$ cat src/rtl/cbp_pkg.sv
package cbp_pkg;

    // default limits for the size registers
    localparam int unsigned DEF_MAX_WIDTH = 4096;
    localparam int unsigned DEF_MAX_PAD   = 1023;

    // configuration port geometry
    localparam int unsigned CFG_IDX_W  = 3;
    localparam int unsigned CFG_DATA_W = 24;

    // field widths as written on the configuration port
    localparam int unsigned FMT_W     = 3;
    localparam int unsigned SIZE_IN_W = 13;
    localparam int unsigned PAD_IN_W  = 10;
    localparam int unsigned COLOR_W   = 24;

    // stream payload widths
    localparam int unsigned BYTE_W  = 8;
    localparam int unsigned PLANE_W = 2;
    localparam int unsigned COMP_W  = 2;

    // register indexes
    localparam logic [CFG_IDX_W-1:0] REG_FORMAT     = 3'd0;
    localparam logic [CFG_IDX_W-1:0] REG_IN_WIDTH   = 3'd1;
    localparam logic [CFG_IDX_W-1:0] REG_IN_HEIGHT  = 3'd2;
    localparam logic [CFG_IDX_W-1:0] REG_PAD_LEFT   = 3'd3;
    localparam logic [CFG_IDX_W-1:0] REG_PAD_RIGHT  = 3'd4;
    localparam logic [CFG_IDX_W-1:0] REG_PAD_TOP    = 3'd5;
    localparam logic [CFG_IDX_W-1:0] REG_PAD_BOTTOM = 3'd6;
    localparam logic [CFG_IDX_W-1:0] REG_PAD_COLOR  = 3'd7;

    // pixel format codes
    localparam logic [FMT_W-1:0] FMT_GRAY = 3'd0;
    localparam logic [FMT_W-1:0] FMT_RGB  = 3'd1;
    localparam logic [FMT_W-1:0] FMT_BGR  = 3'd2;
    localparam logic [FMT_W-1:0] FMT_I420 = 3'd3;
    localparam logic [FMT_W-1:0] FMT_NV12 = 3'd4;
    localparam logic [FMT_W-1:0] FMT_NV21 = 3'd5;

    // plane codes
    localparam logic [PLANE_W-1:0] PLANE_LUMA = 2'd0;
    localparam logic [PLANE_W-1:0] PLANE_CB   = 2'd1;
    localparam logic [PLANE_W-1:0] PLANE_CR   = 2'd2;

    // pick one byte of the padding color, the unused fourth slot reads zero
    function automatic logic [BYTE_W-1:0] color_byte(input logic [COLOR_W-1:0] color,
                                                     input logic [COMP_W-1:0] k);
        logic [BYTE_W-1:0] b;
        unique case (k)
            2'd0:    b = color[7:0];
            2'd1:    b = color[15:8];
            2'd2:    b = color[23:16];
            default: b = '0;
        endcase
        return b;
    endfunction

endpackage

$ cat src/rtl/cbp_cfg.sv
module cbp_cfg #(
    parameter int unsigned MAX_WIDTH = cbp_pkg::DEF_MAX_WIDTH,
    parameter int unsigned MAX_PAD   = cbp_pkg::DEF_MAX_PAD,
    localparam int unsigned IW_W  = $clog2(MAX_WIDTH + 1),
    localparam int unsigned PAD_W = $clog2(MAX_PAD + 1),
    localparam int unsigned POS_W = $clog2(MAX_WIDTH + 2 * MAX_PAD + 1)
) (
    input  logic                               aclk,
    input  logic                               aresetn,
    input  logic                               cfg_valid,
    output logic                               cfg_ready,
    input  logic [cbp_pkg::CFG_IDX_W-1:0]      cfg_index,
    input  logic [cbp_pkg::CFG_DATA_W-1:0]     cfg_data,
    output logic [cbp_pkg::FMT_W-1:0]          fmt,
    output logic [IW_W-1:0]                    in_w,
    output logic [IW_W-1:0]                    in_h,
    output logic [PAD_W-1:0]                   pad_l,
    output logic [PAD_W-1:0]                   pad_t,
    output logic [cbp_pkg::COLOR_W-1:0]        color,
    output logic [POS_W-1:0]                   out_w,
    output logic [POS_W-1:0]                   out_h,
    output logic                               geom_bad
);

    localparam int unsigned WSAT_W = (IW_W > cbp_pkg::SIZE_IN_W) ? IW_W : cbp_pkg::SIZE_IN_W;
    localparam int unsigned PSAT_W = (PAD_W > cbp_pkg::PAD_IN_W) ? PAD_W : cbp_pkg::PAD_IN_W;

    logic [cbp_pkg::FMT_W-1:0]   fmt_reg,    fmt_next;
    logic [IW_W-1:0]             in_w_reg,   in_w_next;
    logic [IW_W-1:0]             in_h_reg,   in_h_next;
    logic [PAD_W-1:0]            pad_l_reg,  pad_l_next;
    logic [PAD_W-1:0]            pad_r_reg,  pad_r_next;
    logic [PAD_W-1:0]            pad_t_reg,  pad_t_next;
    logic [PAD_W-1:0]            pad_b_reg,  pad_b_next;
    logic [cbp_pkg::COLOR_W-1:0] color_reg,  color_next;

    logic [WSAT_W-1:0] size_in;
    logic [IW_W-1:0]   size_sat;
    logic [PSAT_W-1:0] pad_in;
    logic [PAD_W-1:0]  pad_sat;
    logic              yuv;

    assign cfg_ready = 1'b1;

    // saturate sizes and paddings as they are written
    always_comb begin
        size_in = WSAT_W'(cfg_data[cbp_pkg::SIZE_IN_W-1:0]);
        pad_in  = PSAT_W'(cfg_data[cbp_pkg::PAD_IN_W-1:0]);
        if (size_in > WSAT_W'(MAX_WIDTH)) begin
            size_sat = IW_W'(MAX_WIDTH);
        end else begin
            size_sat = IW_W'(size_in);
        end
        if (pad_in > PSAT_W'(MAX_PAD)) begin
            pad_sat = PAD_W'(MAX_PAD);
        end else begin
            pad_sat = PAD_W'(pad_in);
        end
    end

    // register write decode
    always_comb begin
        fmt_next   = fmt_reg;
        in_w_next  = in_w_reg;
        in_h_next  = in_h_reg;
        pad_l_next = pad_l_reg;
        pad_r_next = pad_r_reg;
        pad_t_next = pad_t_reg;
        pad_b_next = pad_b_reg;
        color_next = color_reg;
        if (cfg_valid) begin
            unique case (cfg_index)
                cbp_pkg::REG_FORMAT:     fmt_next   = cfg_data[cbp_pkg::FMT_W-1:0];
                cbp_pkg::REG_IN_WIDTH:   in_w_next  = size_sat;
                cbp_pkg::REG_IN_HEIGHT:  in_h_next  = size_sat;
                cbp_pkg::REG_PAD_LEFT:   pad_l_next = pad_sat;
                cbp_pkg::REG_PAD_RIGHT:  pad_r_next = pad_sat;
                cbp_pkg::REG_PAD_TOP:    pad_t_next = pad_sat;
                cbp_pkg::REG_PAD_BOTTOM: pad_b_next = pad_sat;
                cbp_pkg::REG_PAD_COLOR:  color_next = cfg_data[cbp_pkg::COLOR_W-1:0];
                default:                 fmt_next   = fmt_reg;
            endcase
        end
    end

    always_ff @(posedge aclk) begin
        if (!aresetn) begin
            fmt_reg   <= cbp_pkg::FMT_GRAY;
            in_w_reg  <= IW_W'(1);
            in_h_reg  <= IW_W'(1);
            pad_l_reg <= '0;
            pad_r_reg <= '0;
            pad_t_reg <= '0;
            pad_b_reg <= '0;
            color_reg <= '0;
        end else begin
            fmt_reg   <= fmt_next;
            in_w_reg  <= in_w_next;
            in_h_reg  <= in_h_next;
            pad_l_reg <= pad_l_next;
            pad_r_reg <= pad_r_next;
            pad_t_reg <= pad_t_next;
            pad_b_reg <= pad_b_next;
            color_reg <= color_next;
        end
    end

    // padded frame size and geometry check
    always_comb begin
        out_w = POS_W'(in_w_reg) + POS_W'(pad_l_reg) + POS_W'(pad_r_reg);
        out_h = POS_W'(in_h_reg) + POS_W'(pad_t_reg) + POS_W'(pad_b_reg);
        yuv   = (fmt_reg >= cbp_pkg::FMT_I420);
        geom_bad = (fmt_reg > cbp_pkg::FMT_NV21) || (out_w == '0) || (out_h == '0) ||
                   (yuv && (out_w[0] || out_h[0] || pad_l_reg[0] || pad_t_reg[0]));
    end

    assign fmt   = fmt_reg;
    assign in_w  = in_w_reg;
    assign in_h  = in_h_reg;
    assign pad_l = pad_l_reg;
    assign pad_t = pad_t_reg;
    assign color = color_reg;

endmodule

$ cat src/rtl/cbp_core.sv
module cbp_core #(
    parameter int unsigned MAX_WIDTH = cbp_pkg::DEF_MAX_WIDTH,
    parameter int unsigned MAX_PAD   = cbp_pkg::DEF_MAX_PAD,
    localparam int unsigned IW_W  = $clog2(MAX_WIDTH + 1),
    localparam int unsigned PAD_W = $clog2(MAX_PAD + 1),
    localparam int unsigned POS_W = $clog2(MAX_WIDTH + 2 * MAX_PAD + 1)
) (
    input  logic                             aclk,
    input  logic                             aresetn,
    // input item
    input  logic                             s_tvalid,
    output logic                             s_tready,
    input  logic [cbp_pkg::BYTE_W-1:0]       s_tdata,
    input  logic                             s_tuser,
    // result item
    output logic                             m_tvalid,
    input  logic                             m_tready,
    output logic [cbp_pkg::BYTE_W-1:0]       m_tdata,
    output logic [3:0]                       m_tuser,
    output logic                             m_tlast,
    // configuration
    input  logic [cbp_pkg::FMT_W-1:0]        fmt,
    input  logic [IW_W-1:0]                  in_w,
    input  logic [IW_W-1:0]                  in_h,
    input  logic [PAD_W-1:0]                 pad_l,
    input  logic [PAD_W-1:0]                 pad_t,
    input  logic [cbp_pkg::COLOR_W-1:0]      color,
    input  logic [POS_W-1:0]                 out_w,
    input  logic [POS_W-1:0]                 out_h,
    input  logic                             geom_bad
);

    // input register
    logic                          in_valid_reg, in_valid_next;
    logic [cbp_pkg::BYTE_W-1:0]    in_byte_reg;
    logic                          in_present_reg;

    // frame position
    logic [cbp_pkg::PLANE_W-1:0]   plane_reg, plane_next;
    logic [POS_W-1:0]              row_reg,   row_next;
    logic [POS_W-1:0]              col_reg,   col_next;
    logic [cbp_pkg::COMP_W-1:0]    comp_reg,  comp_next;

    // result register
    logic                          out_valid_reg, out_valid_next;
    logic [cbp_pkg::BYTE_W-1:0]    out_byte_reg,  out_byte_next;
    logic [cbp_pkg::PLANE_W-1:0]   out_plane_reg, out_plane_next;
    logic                          out_taken_reg, out_taken_next;
    logic                          out_last_reg,  out_last_next;
    logic                          out_err_reg,   out_err_next;

    // plane geometry
    logic [cbp_pkg::PLANE_W-1:0]   num_planes;
    logic                          packed3;
    logic                          i420;
    logic [POS_W-1:0]              l_c1, l_r1;
    logic [POS_W-1:0]              ch_w, ch_h, ch_c0, ch_c1, ch_r0, ch_r1;
    logic [POS_W-1:0]              w_cur, h_cur;
    logic                          pos_ok;

    // effective position after a possible restart
    logic [cbp_pkg::PLANE_W-1:0]   plane_e;
    logic [POS_W-1:0]              row_e, col_e;
    logic [cbp_pkg::COMP_W-1:0]    comp_e;
    logic                          luma_e;
    logic [POS_W-1:0]              w_e, h_e, c0_e, c1_e, r0_e, r1_e;

    logic                          proc;
    logic                          interior;
    logic                          emit;
    logic [cbp_pkg::BYTE_W-1:0]    pad_byte;
    logic                          comp_wrap, col_wrap, row_wrap, plane_wrap;
    logic [cbp_pkg::COMP_W-1:0]    comp_sel;

    // an item moves on when the result register is free or draining
    assign proc     = in_valid_reg && (!out_valid_reg || m_tready);
    assign s_tready = !in_valid_reg || proc;

    // luma and chroma plane bounds
    always_comb begin
        i420       = (fmt == cbp_pkg::FMT_I420);
        packed3    = (fmt == cbp_pkg::FMT_RGB) || (fmt == cbp_pkg::FMT_BGR);
        num_planes = i420 ? 2'd3 : ((fmt >= cbp_pkg::FMT_NV12) ? 2'd2 : 2'd1);
        l_c1  = POS_W'(pad_l) + POS_W'(in_w);
        l_r1  = POS_W'(pad_t) + POS_W'(in_h);
        ch_h  = out_h >> 1;
        ch_r0 = POS_W'(pad_t) >> 1;
        ch_r1 = ch_r0 + ((POS_W'(in_h) + POS_W'(1)) >> 1);
        if (i420) begin
            ch_w  = out_w >> 1;
            ch_c0 = POS_W'(pad_l) >> 1;
            ch_c1 = ch_c0 + (POS_W'(in_w) >> 1);
        end else begin
            ch_w  = out_w;
            ch_c0 = POS_W'(pad_l);
            ch_c1 = l_c1;
        end
    end

    // restart check on the stored position
    always_comb begin
        if (plane_reg == cbp_pkg::PLANE_LUMA) begin
            w_cur = out_w;
            h_cur = out_h;
        end else begin
            w_cur = ch_w;
            h_cur = ch_h;
        end
        pos_ok = (plane_reg < num_planes) && (row_reg < h_cur) && (col_reg < w_cur) &&
                 ((plane_reg == cbp_pkg::PLANE_LUMA && packed3) ? (comp_reg < 2'd3)
                                                                : (comp_reg == '0));
        if (pos_ok) begin
            plane_e = plane_reg;
            row_e   = row_reg;
            col_e   = col_reg;
            comp_e  = comp_reg;
        end else begin
            plane_e = cbp_pkg::PLANE_LUMA;
            row_e   = '0;
            col_e   = '0;
            comp_e  = '0;
        end
        luma_e = (plane_e == cbp_pkg::PLANE_LUMA);
        if (luma_e) begin
            w_e  = out_w;
            h_e  = out_h;
            c0_e = POS_W'(pad_l);
            c1_e = l_c1;
            r0_e = POS_W'(pad_t);
            r1_e = l_r1;
        end else begin
            w_e  = ch_w;
            h_e  = ch_h;
            c0_e = ch_c0;
            c1_e = ch_c1;
            r0_e = ch_r0;
            r1_e = ch_r1;
        end
    end

    // padding byte for this position
    always_comb begin
        if (luma_e) begin
            if (fmt == cbp_pkg::FMT_RGB) begin
                comp_sel = comp_e;
            end else if (fmt == cbp_pkg::FMT_BGR) begin
                comp_sel = 2'd2 - comp_e;
            end else begin
                comp_sel = 2'd0;
            end
        end else if (i420) begin
            comp_sel = plane_e;
        end else begin
            comp_sel = 2'd1 + {1'b0, col_e[0] ^ (fmt == cbp_pkg::FMT_NV21)};
        end
        pad_byte = cbp_pkg::color_byte(color, comp_sel);
    end

    // interior test and position advance
    always_comb begin
        interior = (row_e >= r0_e) && (row_e < r1_e) && (col_e >= c0_e) && (col_e < c1_e);
        emit     = geom_bad || !interior || in_present_reg;

        comp_wrap  = !(luma_e && packed3) || (comp_e == 2'd2);
        col_wrap   = comp_wrap && (col_e == w_e - POS_W'(1));
        row_wrap   = col_wrap && (row_e == h_e - POS_W'(1));
        plane_wrap = row_wrap && (plane_e == num_planes - 2'd1);

        plane_next = plane_reg;
        row_next   = row_reg;
        col_next   = col_reg;
        comp_next  = comp_reg;
        if (proc && !geom_bad) begin
            if (!emit) begin
                // waiting for a sample, but a restart still takes effect
                plane_next = plane_e;
                row_next   = row_e;
                col_next   = col_e;
                comp_next  = comp_e;
            end else begin
                comp_next  = comp_wrap ? '0 : comp_e + 2'd1;
                col_next   = comp_wrap ? (col_wrap ? '0 : col_e + POS_W'(1)) : col_e;
                row_next   = col_wrap ? (row_wrap ? '0 : row_e + POS_W'(1)) : row_e;
                plane_next = row_wrap ? (plane_wrap ? cbp_pkg::PLANE_LUMA : plane_e + 2'd1)
                                      : plane_e;
            end
        end
    end

    // result register load and drain
    always_comb begin
        out_valid_next = out_valid_reg;
        out_byte_next  = out_byte_reg;
        out_plane_next = out_plane_reg;
        out_taken_next = out_taken_reg;
        out_last_next  = out_last_reg;
        out_err_next   = out_err_reg;
        if (proc) begin
            out_valid_next = emit;
            if (geom_bad) begin
                out_byte_next  = '0;
                out_plane_next = cbp_pkg::PLANE_LUMA;
                out_taken_next = 1'b0;
                out_last_next  = 1'b0;
                out_err_next   = 1'b1;
            end else begin
                out_byte_next  = interior ? in_byte_reg : pad_byte;
                out_plane_next = plane_e;
                out_taken_next = interior;
                out_last_next  = plane_wrap;
                out_err_next   = 1'b0;
            end
        end else if (m_tready) begin
            out_valid_next = 1'b0;
        end
    end

    assign in_valid_next = s_tready ? s_tvalid : in_valid_reg;

    always_ff @(posedge aclk) begin
        if (!aresetn) begin
            in_valid_reg  <= 1'b0;
            out_valid_reg <= 1'b0;
            plane_reg     <= cbp_pkg::PLANE_LUMA;
            row_reg       <= '0;
            col_reg       <= '0;
            comp_reg      <= '0;
        end else begin
            in_valid_reg  <= in_valid_next;
            out_valid_reg <= out_valid_next;
            plane_reg     <= plane_next;
            row_reg       <= row_next;
            col_reg       <= col_next;
            comp_reg      <= comp_next;
        end
    end

    // payload registers
    always_ff @(posedge aclk) begin
        if (s_tready && s_tvalid) begin
            in_byte_reg    <= s_tdata;
            in_present_reg <= s_tuser;
        end
        out_byte_reg  <= out_byte_next;
        out_plane_reg <= out_plane_next;
        out_taken_reg <= out_taken_next;
        out_last_reg  <= out_last_next;
        out_err_reg   <= out_err_next;
    end

    assign m_tvalid = out_valid_reg;
    assign m_tdata  = out_byte_reg;
    assign m_tuser  = {out_err_reg, out_taken_reg, out_plane_reg};
    assign m_tlast  = out_last_reg;

endmodule

$ cat src/rtl/constant_border_pixel_padder.sv
// Constant border padder for 8-bit image streams.
// Input channel (s_): one image byte per item in plane-sequential raster
// order; s_tuser marks that s_tdata holds a real byte.
// Result channel (m_): the padded frame, one byte per item, luma or packed
// plane first, then the chroma plane(s). m_tlast marks the frame's last
// byte; m_tuser carries the plane, a flag that the offered byte was used
// and a flag for an invalid geometry.
// Every input item is one step: a border position emits the padding byte
// (and drops any offered byte), an interior position passes the offered byte
// or emits nothing while none is offered; a bad geometry emits an error item.
// Configuration writes (cfg_) are taken at once and must come while the
// block is idle.
// The accepted item is held in the input register, then its result in the
// result register. Throughput: one item per cycle while m_tready is high,
// bound by the single-step position update between the two registers.
// Reset clears both registers and returns to the start of a frame with the
// default geometry (gray, 1x1, no padding). When m_tready is low the result
// register holds, the input register fills, and then s_tready drops.
module constant_border_pixel_padder #(
    parameter int unsigned MAX_WIDTH = cbp_pkg::DEF_MAX_WIDTH,
    parameter int unsigned MAX_PAD   = cbp_pkg::DEF_MAX_PAD
) (
    input  logic                            aclk,
    input  logic                            aresetn,
    input  logic                            s_tvalid,
    output logic                            s_tready,
    input  logic [cbp_pkg::BYTE_W-1:0]      s_tdata,   // sample
    input  logic                            s_tuser,   // sample_present
    output logic                            m_tvalid,
    input  logic                            m_tready,
    output logic [cbp_pkg::BYTE_W-1:0]      m_tdata,   // out_byte
    output logic [3:0]                      m_tuser,   // plane[1:0], sample_taken, geometry_error
    output logic                            m_tlast,   // frame_last
    input  logic                            cfg_valid,
    output logic                            cfg_ready,
    input  logic [cbp_pkg::CFG_IDX_W-1:0]   cfg_index,
    input  logic [cbp_pkg::CFG_DATA_W-1:0]  cfg_data
);

    localparam int unsigned IW_W  = $clog2(MAX_WIDTH + 1);
    localparam int unsigned PAD_W = $clog2(MAX_PAD + 1);
    localparam int unsigned POS_W = $clog2(MAX_WIDTH + 2 * MAX_PAD + 1);

    logic [cbp_pkg::FMT_W-1:0]   fmt;
    logic [IW_W-1:0]             in_w;
    logic [IW_W-1:0]             in_h;
    logic [PAD_W-1:0]            pad_l;
    logic [PAD_W-1:0]            pad_t;
    logic [cbp_pkg::COLOR_W-1:0] color;
    logic [POS_W-1:0]            out_w;
    logic [POS_W-1:0]            out_h;
    logic                        geom_bad;

    // configuration registers and frame geometry
    cbp_cfg #(
        .MAX_WIDTH (MAX_WIDTH),
        .MAX_PAD   (MAX_PAD)
    ) u_cfg (
        .aclk      (aclk),
        .aresetn   (aresetn),
        .cfg_valid (cfg_valid),
        .cfg_ready (cfg_ready),
        .cfg_index (cfg_index),
        .cfg_data  (cfg_data),
        .fmt       (fmt),
        .in_w      (in_w),
        .in_h      (in_h),
        .pad_l     (pad_l),
        .pad_t     (pad_t),
        .color     (color),
        .out_w     (out_w),
        .out_h     (out_h),
        .geom_bad  (geom_bad)
    );

    // position tracking and byte selection
    cbp_core #(
        .MAX_WIDTH (MAX_WIDTH),
        .MAX_PAD   (MAX_PAD)
    ) u_core (
        .aclk      (aclk),
        .aresetn   (aresetn),
        .s_tvalid  (s_tvalid),
        .s_tready  (s_tready),
        .s_tdata   (s_tdata),
        .s_tuser   (s_tuser),
        .m_tvalid  (m_tvalid),
        .m_tready  (m_tready),
        .m_tdata   (m_tdata),
        .m_tuser   (m_tuser),
        .m_tlast   (m_tlast),
        .fmt       (fmt),
        .in_w      (in_w),
        .in_h      (in_h),
        .pad_l     (pad_l),
        .pad_t     (pad_t),
        .color     (color),
        .out_w     (out_w),
        .out_h     (out_h),
        .geom_bad  (geom_bad)
    );

endmodule

$ cat config.mk
export PLATFORM = sky130hd
export DESIGN_NAME = constant_border_pixel_padder
export DESIGN_NICKNAME = d
export VERILOG_FILES = /design/src/rtl/cbp_pkg.sv /design/src/rtl/cbp_cfg.sv /design/src/rtl/cbp_core.sv /design/src/rtl/constant_border_pixel_padder.sv
export SDC_FILE = /design/constraint.sdc
export NUM_CORES = 1
export LEC_CHECK = 0
export CAP_MARGIN = 0
export CORE_AREA = 2 2 258 158
export DETAILED_ROUTE_END_ITERATION = 16
export DIE_AREA = 0 0 260 160
export DONT_BUFFER_PORTS = 1
export HOLD_SLACK_MARGIN = 0.05
export PLACE_DENSITY = 0.6
export SETUP_SLACK_MARGIN = 0.1
export SLEW_MARGIN = 30
export SYNTH_ARGS = -nofsm -noshare
export SYNTH_HDL_FRONTEND = slang
export SYNTH_HIERARCHICAL = 1
export SYNTH_SLANG_ARGS = --single-unit
$ cat constraint.sdc
create_clock -name aclk -period 27.5 [get_ports aclk]
set_input_delay 2.75 -clock aclk [delete_from_list [all_inputs] [get_ports aclk]]
set_output_delay 2.75 -clock aclk [all_outputs]
set_load 0.05 [all_outputs]
# == After elaboration in Yosys (flattened, before gate mapping) ==
# Cells that the tools add are included.
# totals
regBits,147
inputBits,41
output_inout_bits,16
word_cells,156
# op_classes
n_addsub,16
order_cmp,13
eq_ne,17
n_mux,40
n_bitwise,1
reduce_logical,48
# ops
op,count
$mux W13,18
$lt A13 B13 Y1,4
$add A13 B1 Y13 const B,3
$mux W10,3
$add A10 B13 Y13,2
$add A13 B10 Y13,2
$add A9 B12 Y13,2
$eq A13 B13 Y1,2
$logic_not A13 Y1,2
$mux W2,13
$sub A13 B1 Y13 const B,2
$pmux W8 S3,1
$reduce_and A2 Y1,8
$eq A3 B3 Y1 const B,5
$logic_and A1 B1 Y1,15
$ge A13 B10 Y1,1
$ge A13 B13 Y1,1
$gt A13 B13 Y1 const B,1
$eq A3 B2 Y1 const B,4
$logic_or A1 B1 Y1,12
$gt A10 B10 Y1 const B,1
$logic_not A2 Y1,4
$mux W8,1
$eq A3 B1 Y1 const B,2
17 further kinds,26

# == Longest topological paths before layout ==
# Gate-level depths: netlist of the first run.
# logic_depth
depth_word,18
mapped_depth,47
mapped_depth_nobuf,39

# == Cells and area by module ==
# The synthesis of the first run kept the hierarchy.
# modules_own_cells
module,instances,cells_each,area_per_inst_um2,seq_area_each_um2
cbp_core,1,1264,9349.0,1301.2
cbp_cfg,1,589,4981.0,1861.8

# == Worst setup path before layout of the first run ==
# No wires, ideal clock.
# synth_path
kind,reg-to-reg
from,reg u_cfg.pad_l_reg[1] (netlist: u_cfg/pad_l[1])
to,reg u_core.row_reg[7]
setup_ps,62
arrival_time_ps,9233
setup_slack_ps,18204
stages_incl_launch_ff,41
period_less_slack_ps,9296
cell_sequence,dfxtp_1 fa_1 ha_1 fa_1 a21o_1 a221oi_1 o31ai_1 a21oi_1 xnor2_1 mux2i_1 ha_1 nand4_1 nor3_1 nand4b_1 nand4_1 clkbuf_1 nor2_1 clkbuf_1 (+5 left out) buf_1 buf_2 clkbuf_1 nor2_1 a21oi_1 ha_1 or3b_1 clkbuf_1 or4_1 nand4_1 nand4_1 or4_1 a211oi_2 o211ai_2 nor3b_4 nand4_1 or4b_1 nand3_1
# synth_via
elab_chain_cells,18
# synth_rtl
item,line_no,rtl
start: declaration,cbp_cfg.sv:31,"logic [PAD_W-1:0] pad_l_reg, pad_l_next;"
start signal: assignment,cbp_cfg.sv:100,pad_l_reg <= pad_l_next;
$add A10 B13 Y13 *,cbp_cfg.sv:110,out_w = POS_W'(in_w_reg) + POS_W'(pad_l_reg) + POS_W'(pad_r_reg);
$add A13 B10 Y13 *,cbp_cfg.sv:110,
net out_w[11],constant_border_pixel_padder.sv:50,logic [POS_W-1:0] out_w;
"parallel branches: the longest is 16 deep, another holds $lt A13 B13 Y1",n/a,
end signal: assignment,cbp_core.sv:232,row_reg <= row_next;
end: declaration,cbp_core.sv:40,"logic [POS_W-1:0] row_reg, row_next;"
# Mark *: on every way through the listed nets, which the timed path passes.
# A chain may end at the register's enable or synchronous reset.

# == Final worst setup path of the first run ==
# layout_path
from,reg u_cfg.pad_l_reg[1] (netlist: u_cfg/pad_l[1])
to,reg u_core.row_reg[11]
# Same word-level chain as after synthesis.

==> results of run 1 <==
kinds of logic after synthesis:
group | synth area share
and+or+nand+nor | 0.259
AOI/OAI and AO/OA | 0.229
buffers and inverters | 0.0492
adders and majority gates | 0.146
DFF | 0.221
xor gates and xnor gates | 0.0507
muxes | 0.0443
other | 0.000262
layout make-up:
| class | count | area share |
|---|---|---|
| Multi-Input combinational cell | 1526 | 0.680 |
| Sequential cell | 147 | 0.205 |
| Tap cell | 531 | 0.0431 |
| Clock buffer | 17 | 0.0276 |
| Inverter | 70 | 0.0170 |
| Timing Repair Buffer | 31 | 0.0151 |
| Clock inverter | 15 | 0.0119 |
power groups by stage:
stage          clock, mW  sequential [mW]  combinational, mW
2_1_floorplan          0            0.243              0.196
3_3_place_gp           0            0.250              0.261
3_5_place_dp           0            0.250              0.264
4_1_cts            0.245            0.245              0.266
5_1_grt            0.254            0.247              0.295
6_report           0.242            0.246              0.276
tightest hold or removal path: cells and delay by family, from the launching register on:
| kind | cells | cell delay (ns) |
|---|---|---|
| AO/OA/AOI/OAI | 1 | 0.06 |
| flip-flops | 1 | 0.31 |
| AND/OR/NAND/NOR | 1 | 0.05 |
per-stage QoR:
stage	cells	worst slack [ns]
finish	2337	16.19
detailed placement	2305	16.49
floorplan	1853	18.20
CTS	2337	16.45
global route	2337	15.67
global placement	2304	16.60
synthesized netlist by cell type (all sizes together) (10+ instances only):
library cell / n
a31oi: 15
a21boi: 105
fa: 26
xor2: 23
clkbuf: 89
nand2: 311
dfxtp: 125
edfxtp: 22
o31ai: 14
buf: 21
nand2b: 19
xnor2: 60
or4: 16
and3: 41
nand3: 59
o221ai: 10
o211ai: 16
nor3: 48
nor4: 15
o21bai: 11
o21a: 18
a21oi: 86
a211oi: 15
nor2b: 42
mux2i: 60
nand4: 27
a21o: 22
nor2: 91
ha: 126
or3: 16
inv: 70
o21ai: 85
per-layer routing:
metal	vias up	global-route usage	part of all wire
li1	6609	-	-
met1	6782	0.381	0.50
met2	649	0.299	0.37
met3	41	0.0760	0.11
met4	0	0.0418	0.010
met5	-	0	0
worst max path at each step:
stage,depth (start not counted),from,to,slack [ns]
floorplan,40,u_cfg/pad_l[1]$_SDFFE_PN0P_,u_core/row_reg[7]$_SDFFE_PN0P_,18.20
global placement,33,u_cfg/pad_l[2]$_SDFFE_PN0P_,u_core/row_reg[7]$_SDFFE_PN0P_,16.60
CTS,33,u_cfg/pad_l[1]$_SDFFE_PN0P_,u_core/row_reg[11]$_SDFFE_PN0P_,16.45
detailed placement,33,u_cfg/pad_l[1]$_SDFFE_PN0P_,u_core/row_reg[11]$_SDFFE_PN0P_,16.49
finish,34,u_cfg/pad_l[1]$_SDFFE_PN0P_,u_core/row_reg[11]$_SDFFE_PN0P_,16.19
global route,34,u_cfg/pad_l[1]$_SDFFE_PN0P_,u_core/row_reg[11]$_SDFFE_PN0P_,15.67
==> flow_summary.ini, run 1 <==
[run_status]
status = complete, no violations

[critical_path]
cp_slowest_cell = nor3_1
rr_startpoint = u_cfg/pad_l[1]$_SDFFE_PN0P_
rr_endpoint = u_core/row_reg[11]$_SDFFE_PN0P_
critPathBufInv = 4
cp_data_required_time_ns = 27.83
r2r_cells = 34
crit_type = flop to flop
start_kind = flop
crit_path_max_fanout = 46
crit_path_end_kind = flop
path_delay_family = simple AND/OR/NAND/NOR gates
cp_slowest_stage_delay_ns = 0.65
worstPathArrival_ns = 11.64
cp_common_cell = ha_1
r2r_setup_slack_ns = 16.19

[cells_and_area]
fin_area_um2 = 15400
multiInputGateArea_um2 = 10500
final_common_cell = nand2_1
syn_to_final_growth_pct = 7.67
register_area_um2 = 3160
n_antenna_cell = 0
drive_gt1_frac = 0.0515
largest_reg_flops = 24
mostFrequentLayoutCells = 311 x nand2_1, 126 x ha_1, 125 x dfxtp_1
post-route-util = 0.390
nets = 1986
fill_cells = 4088

[routing]
drt_wl_total_um = 50000
vias = 14100
ant_nets = 0
drt_first_pass_iters = 6
drt-wirelength-per-cell_um = 21.4
first_iter_violations = 1700
drt-vias-per-instance = 6.03
drc_errors = 0

[synth]
synth_top_area_frac = 0.175
ys_warn_count = 6
synth_edf_count = 22
syn_nets = 2046
synthArstFlopShare = 0
ys_ff_latch = 147
syn_inst = 1853
synth_area_um2 = 14300
synth_cell_types = 89
synth_seq_area_share = 0.221
ys.flop_type = dfxtp_1
ys_top_cells_by_area = dfxtp_1 17%, ha_1 11%, nand2_1 8.1%
yosysTopAreaCell = dfxtp_1
synth.avg_cell_area_um2 = 7.73

[global_route]
grt_pass1_wl_um = 77000
antenna_found_initial = 3
grt_pass1_vias = 12900
grt_use_total = 0.238
grt_max_degree = 123
grt_remaining_overflow = 0

[place]
placedInstanceArea_um2 = 14800
hpwl_um = 38900
port_buffers = 0
gp_congestion = 0.935

[power]
power_mw = 0.764
vdd_drop_max_v = 0.0000384
netSwitchingFraction = 0.411
p_clk_frac = 0.317
p_leak_nw = 6.23
seqPwrFrac = 0.322
powerDensity_nw_per_um2 = 49.5
power.switching_mw = 0.314
intPower_mw = 0.450
comb_power_share = 0.362

[clocking]
cts_buffers = 17
cts_buffer_depth = 2
htreeDepth = 4
cts_tree = done
hold_buffers = 0
cts.sinks = 147
cts-root-buf = clkbuf_16
clk_latency_ns = 0.44
ctsResizeCount = 0
clk_pin_slew_ns = 0.07
postCtsSetupBuffers = 0

[floorplanning]
die_h_um = 160
top_level_ports = 57
start_util = 0.362
coreArea_um2 = 39600
die_w_um = 260
rows = 57
fp.dieArea_um2 = 41600

[timing]
holdWs_ns = 0.464
clock.fmax_mhz = 88.4
max_slew_margin = 0.368
setup_violations = 0
worstMarginPinSlew_ns = 0.924
finalCritPeriodShare = 0.411
finalSetupTns_ns = 0
slew_viol_final = 0
rsz0062_at_grt = no
hold_viol_final = 0
clock_skew_ns = 0.0185
min_period_ns = 11.31

[worst_hold_path]
hp-class = flop to flop
min_path_cells = 2
min_to = u_cfg/color[20]$_SDFFE_PN0P_
hp-start = u_cfg/color[20]$_SDFFE_PN0P_

[flow_run]
cap_violations = 0
Power figures use the tool's default switching activity.
==> run 2, diff against run 1 <==
- clock period: 27.5 -> 10.8 ns (I/O delays scaled with it)
==> run 2 against run 1 <==
  * Clock skew is 0.0068 ns lower
  * Cell count is 0.34% higher
  * Sequential power grew to 2.5 times the previous value
  * Flip-flop and latch count stayed put
  * Largest cell class unchanged
  * Highest routed layer unchanged
==> flow_summary.ini, run 2 (same netlist as run 1, synthesis figures left out) <==
[timing]
slew_viol_final = 0
finalSetupTns_ns = 0
min_period_ns = 9.98
finalCritPeriodShare = 0.924
clock.fmax_mhz = 100
hold_viol_final = 0
rsz0062_at_grt = no
max_slew_margin = 0.318
setup_violations = 0
clock_skew_ns = 0.0117
worstMarginPinSlew_ns = 0.997

[global_route]
grt_max_degree = 123
antenna_found_initial = 2
grt_use_total = 0.236
grt_remaining_overflow = 0
grt_pass1_vias = 12700
grt_pass1_wl_um = 76100

[routing]
drc_errors = 0
wl_met2_um = 18800
m1WireLength_um = 24700
highest_layer = met4
vias = 14000
drt-wirelength-per-cell_um = 21.2
wl_met3_um = 5770
first_iter_violations = 1845
ant_nets = 0
drt_first_pass_iters = 6
drt_wl_total_um = 49700
drt-vias-per-instance = 5.99

[floorplanning]
rows = 57
start_util = 0.362
fp.dieArea_um2 = 41600
die_h_um = 160
top_level_ports = 57
coreArea_um2 = 39600
die_w_um = 260

[power]
comb_power_share = 0.375
seqPwrFrac = 0.328
p_leak_nw = 6.22
netSwitchingFraction = 0.415
powerDensity_nw_per_um2 = 124
power_mw = 1.91
p_clk_frac = 0.297
power.switching_mw = 0.792
intPower_mw = 1.12
vdd_drop_max_v = 0.0000884

[critical_path]
crit_type = flop to flop
start_kind = flop
crit_path_max_fanout = 34
worst-path-stages = 36
cp_data_required_time_ns = 11.13
critPathBufInv = 4
path_delay_family = simple AND/OR/NAND/NOR gates
crit_path_end_kind = flop
r2r_cells = 36
worstPathArrival_ns = 10.31
cp_slowest_stage_delay_ns = 0.61
cp_slowest_cell = nor3_2

[clocking]
cts_tree = done
cts-root-buf = clkbuf_16
cts_buffer_depth = 2
clk_pin_slew_ns = 0.07
htreeDepth = 4
cts.sinks = 147
hold_buffers = 0
clk_latency_ns = 0.44
cts_buffers = 17

[cells_and_area]
post-route-util = 0.390
mostFrequentLayoutCells = 311 x nand2_1, 126 x ha_1, 125 x dfxtp_1
fin_area_um2 = 15400
largest_reg_flops = 24
final_common_cell = nand2_1
nets = 1992
drive_gt1_frac = 0.0541
syn_to_final_growth_pct = 7.59

[worst_hold_path]
min_path_cells = 2
hp-class = flop to flop

[run_status]
status = complete, no violations

[place]
hpwl_um = 38600
placedInstanceArea_um2 = 14800
port_buffers = 0
gp_congestion = 0.947

[flow_run]
cap_violations = 0
-- run 2: cell count changes in the layout (fill, tap and decap cells not counted), moves of 2 or more --
| cell | delta |
|---|---|
| buf_4 | +6 |
| inv_6 | +4 |
| inv_8 | -4 |
| clkinv_8 | -3 |
| clkinvlp_4 | +2 |
| diode_2 | +2 |
-- run 2: final timing paths --
kind | startpoint | slack [ns] | end
max reg2reg | u_cfg/pad_l[1]$_SDFFE_PN0P_ | 0.82 | u_core/row_reg[11]$_SDFFE_PN0P_
min reg2reg | u_cfg/pad_b_reg[0]$_SDFFE_PN0P_ | 0.47 | u_cfg/pad_b_reg[0]$_SDFFE_PN0P_
max | u_cfg/pad_l[1]$_SDFFE_PN0P_ | 0.82 | u_core/row_reg[11]$_SDFFE_PN0P_
min | u_cfg/pad_b_reg[0]$_SDFFE_PN0P_ | 0.47 | u_cfg/pad_b_reg[0]$_SDFFE_PN0P_
-- run 2: what timing repair did --
action                     4_1_cts  5_1_grt
resized for setup                0        1
setup buffers                    0        0
setup endpoints to repair        0        2
-- run 2: final cells by class --
class                      count  area, um2
antenna                        2       5.00
clock buffer                  18        429
clock inverter                14        118
fill                        4051      24200
inverter                      70        263
multi-input combinational   1526      10500
sequential                   147       3160
tap                          531        664
timing repair buffer          37        278
-- run 2: per-layer routing --
metal	vias up	GRT usage
met5	-	0
met4	0	0.0389
met3	47	0.0643
met2	714	0.305
met1	6664	0.380
li1	6613	-
-- run 2: worst min-delay path, stage by stage, from the launching register on --
cell and delay, ns:
dfxtp_1 0.31, nand2_1 0.05, a21boi_0 0.06
-- run 2: per-stage QoR --
stage          instances  hold slack, ns  setup WS (ns)
4_1_cts             2343           0.467          0.774
2_1_floorplan       1853           0.443           1.50
5_1_grt             2344           0.485          0.278
3_3_place_gp        2310           0.449           1.08
6_report            2345           0.466          0.821
3_5_place_dp        2311           0.458          0.783
-- run 2: power by group through the flow --
stage / Combinational, mW / Sequential, mW / Clock (mW)
after CTS: 0.688 / 0.625 / 0.574
after global placement: 0.674 / 0.637 / 0
after detailed placement: 0.686 / 0.638 / 0
after global routing: 0.764 / 0.628 / 0.598
after floorplan: 0.499 / 0.620 / 0
final: 0.715 / 0.626 / 0.567
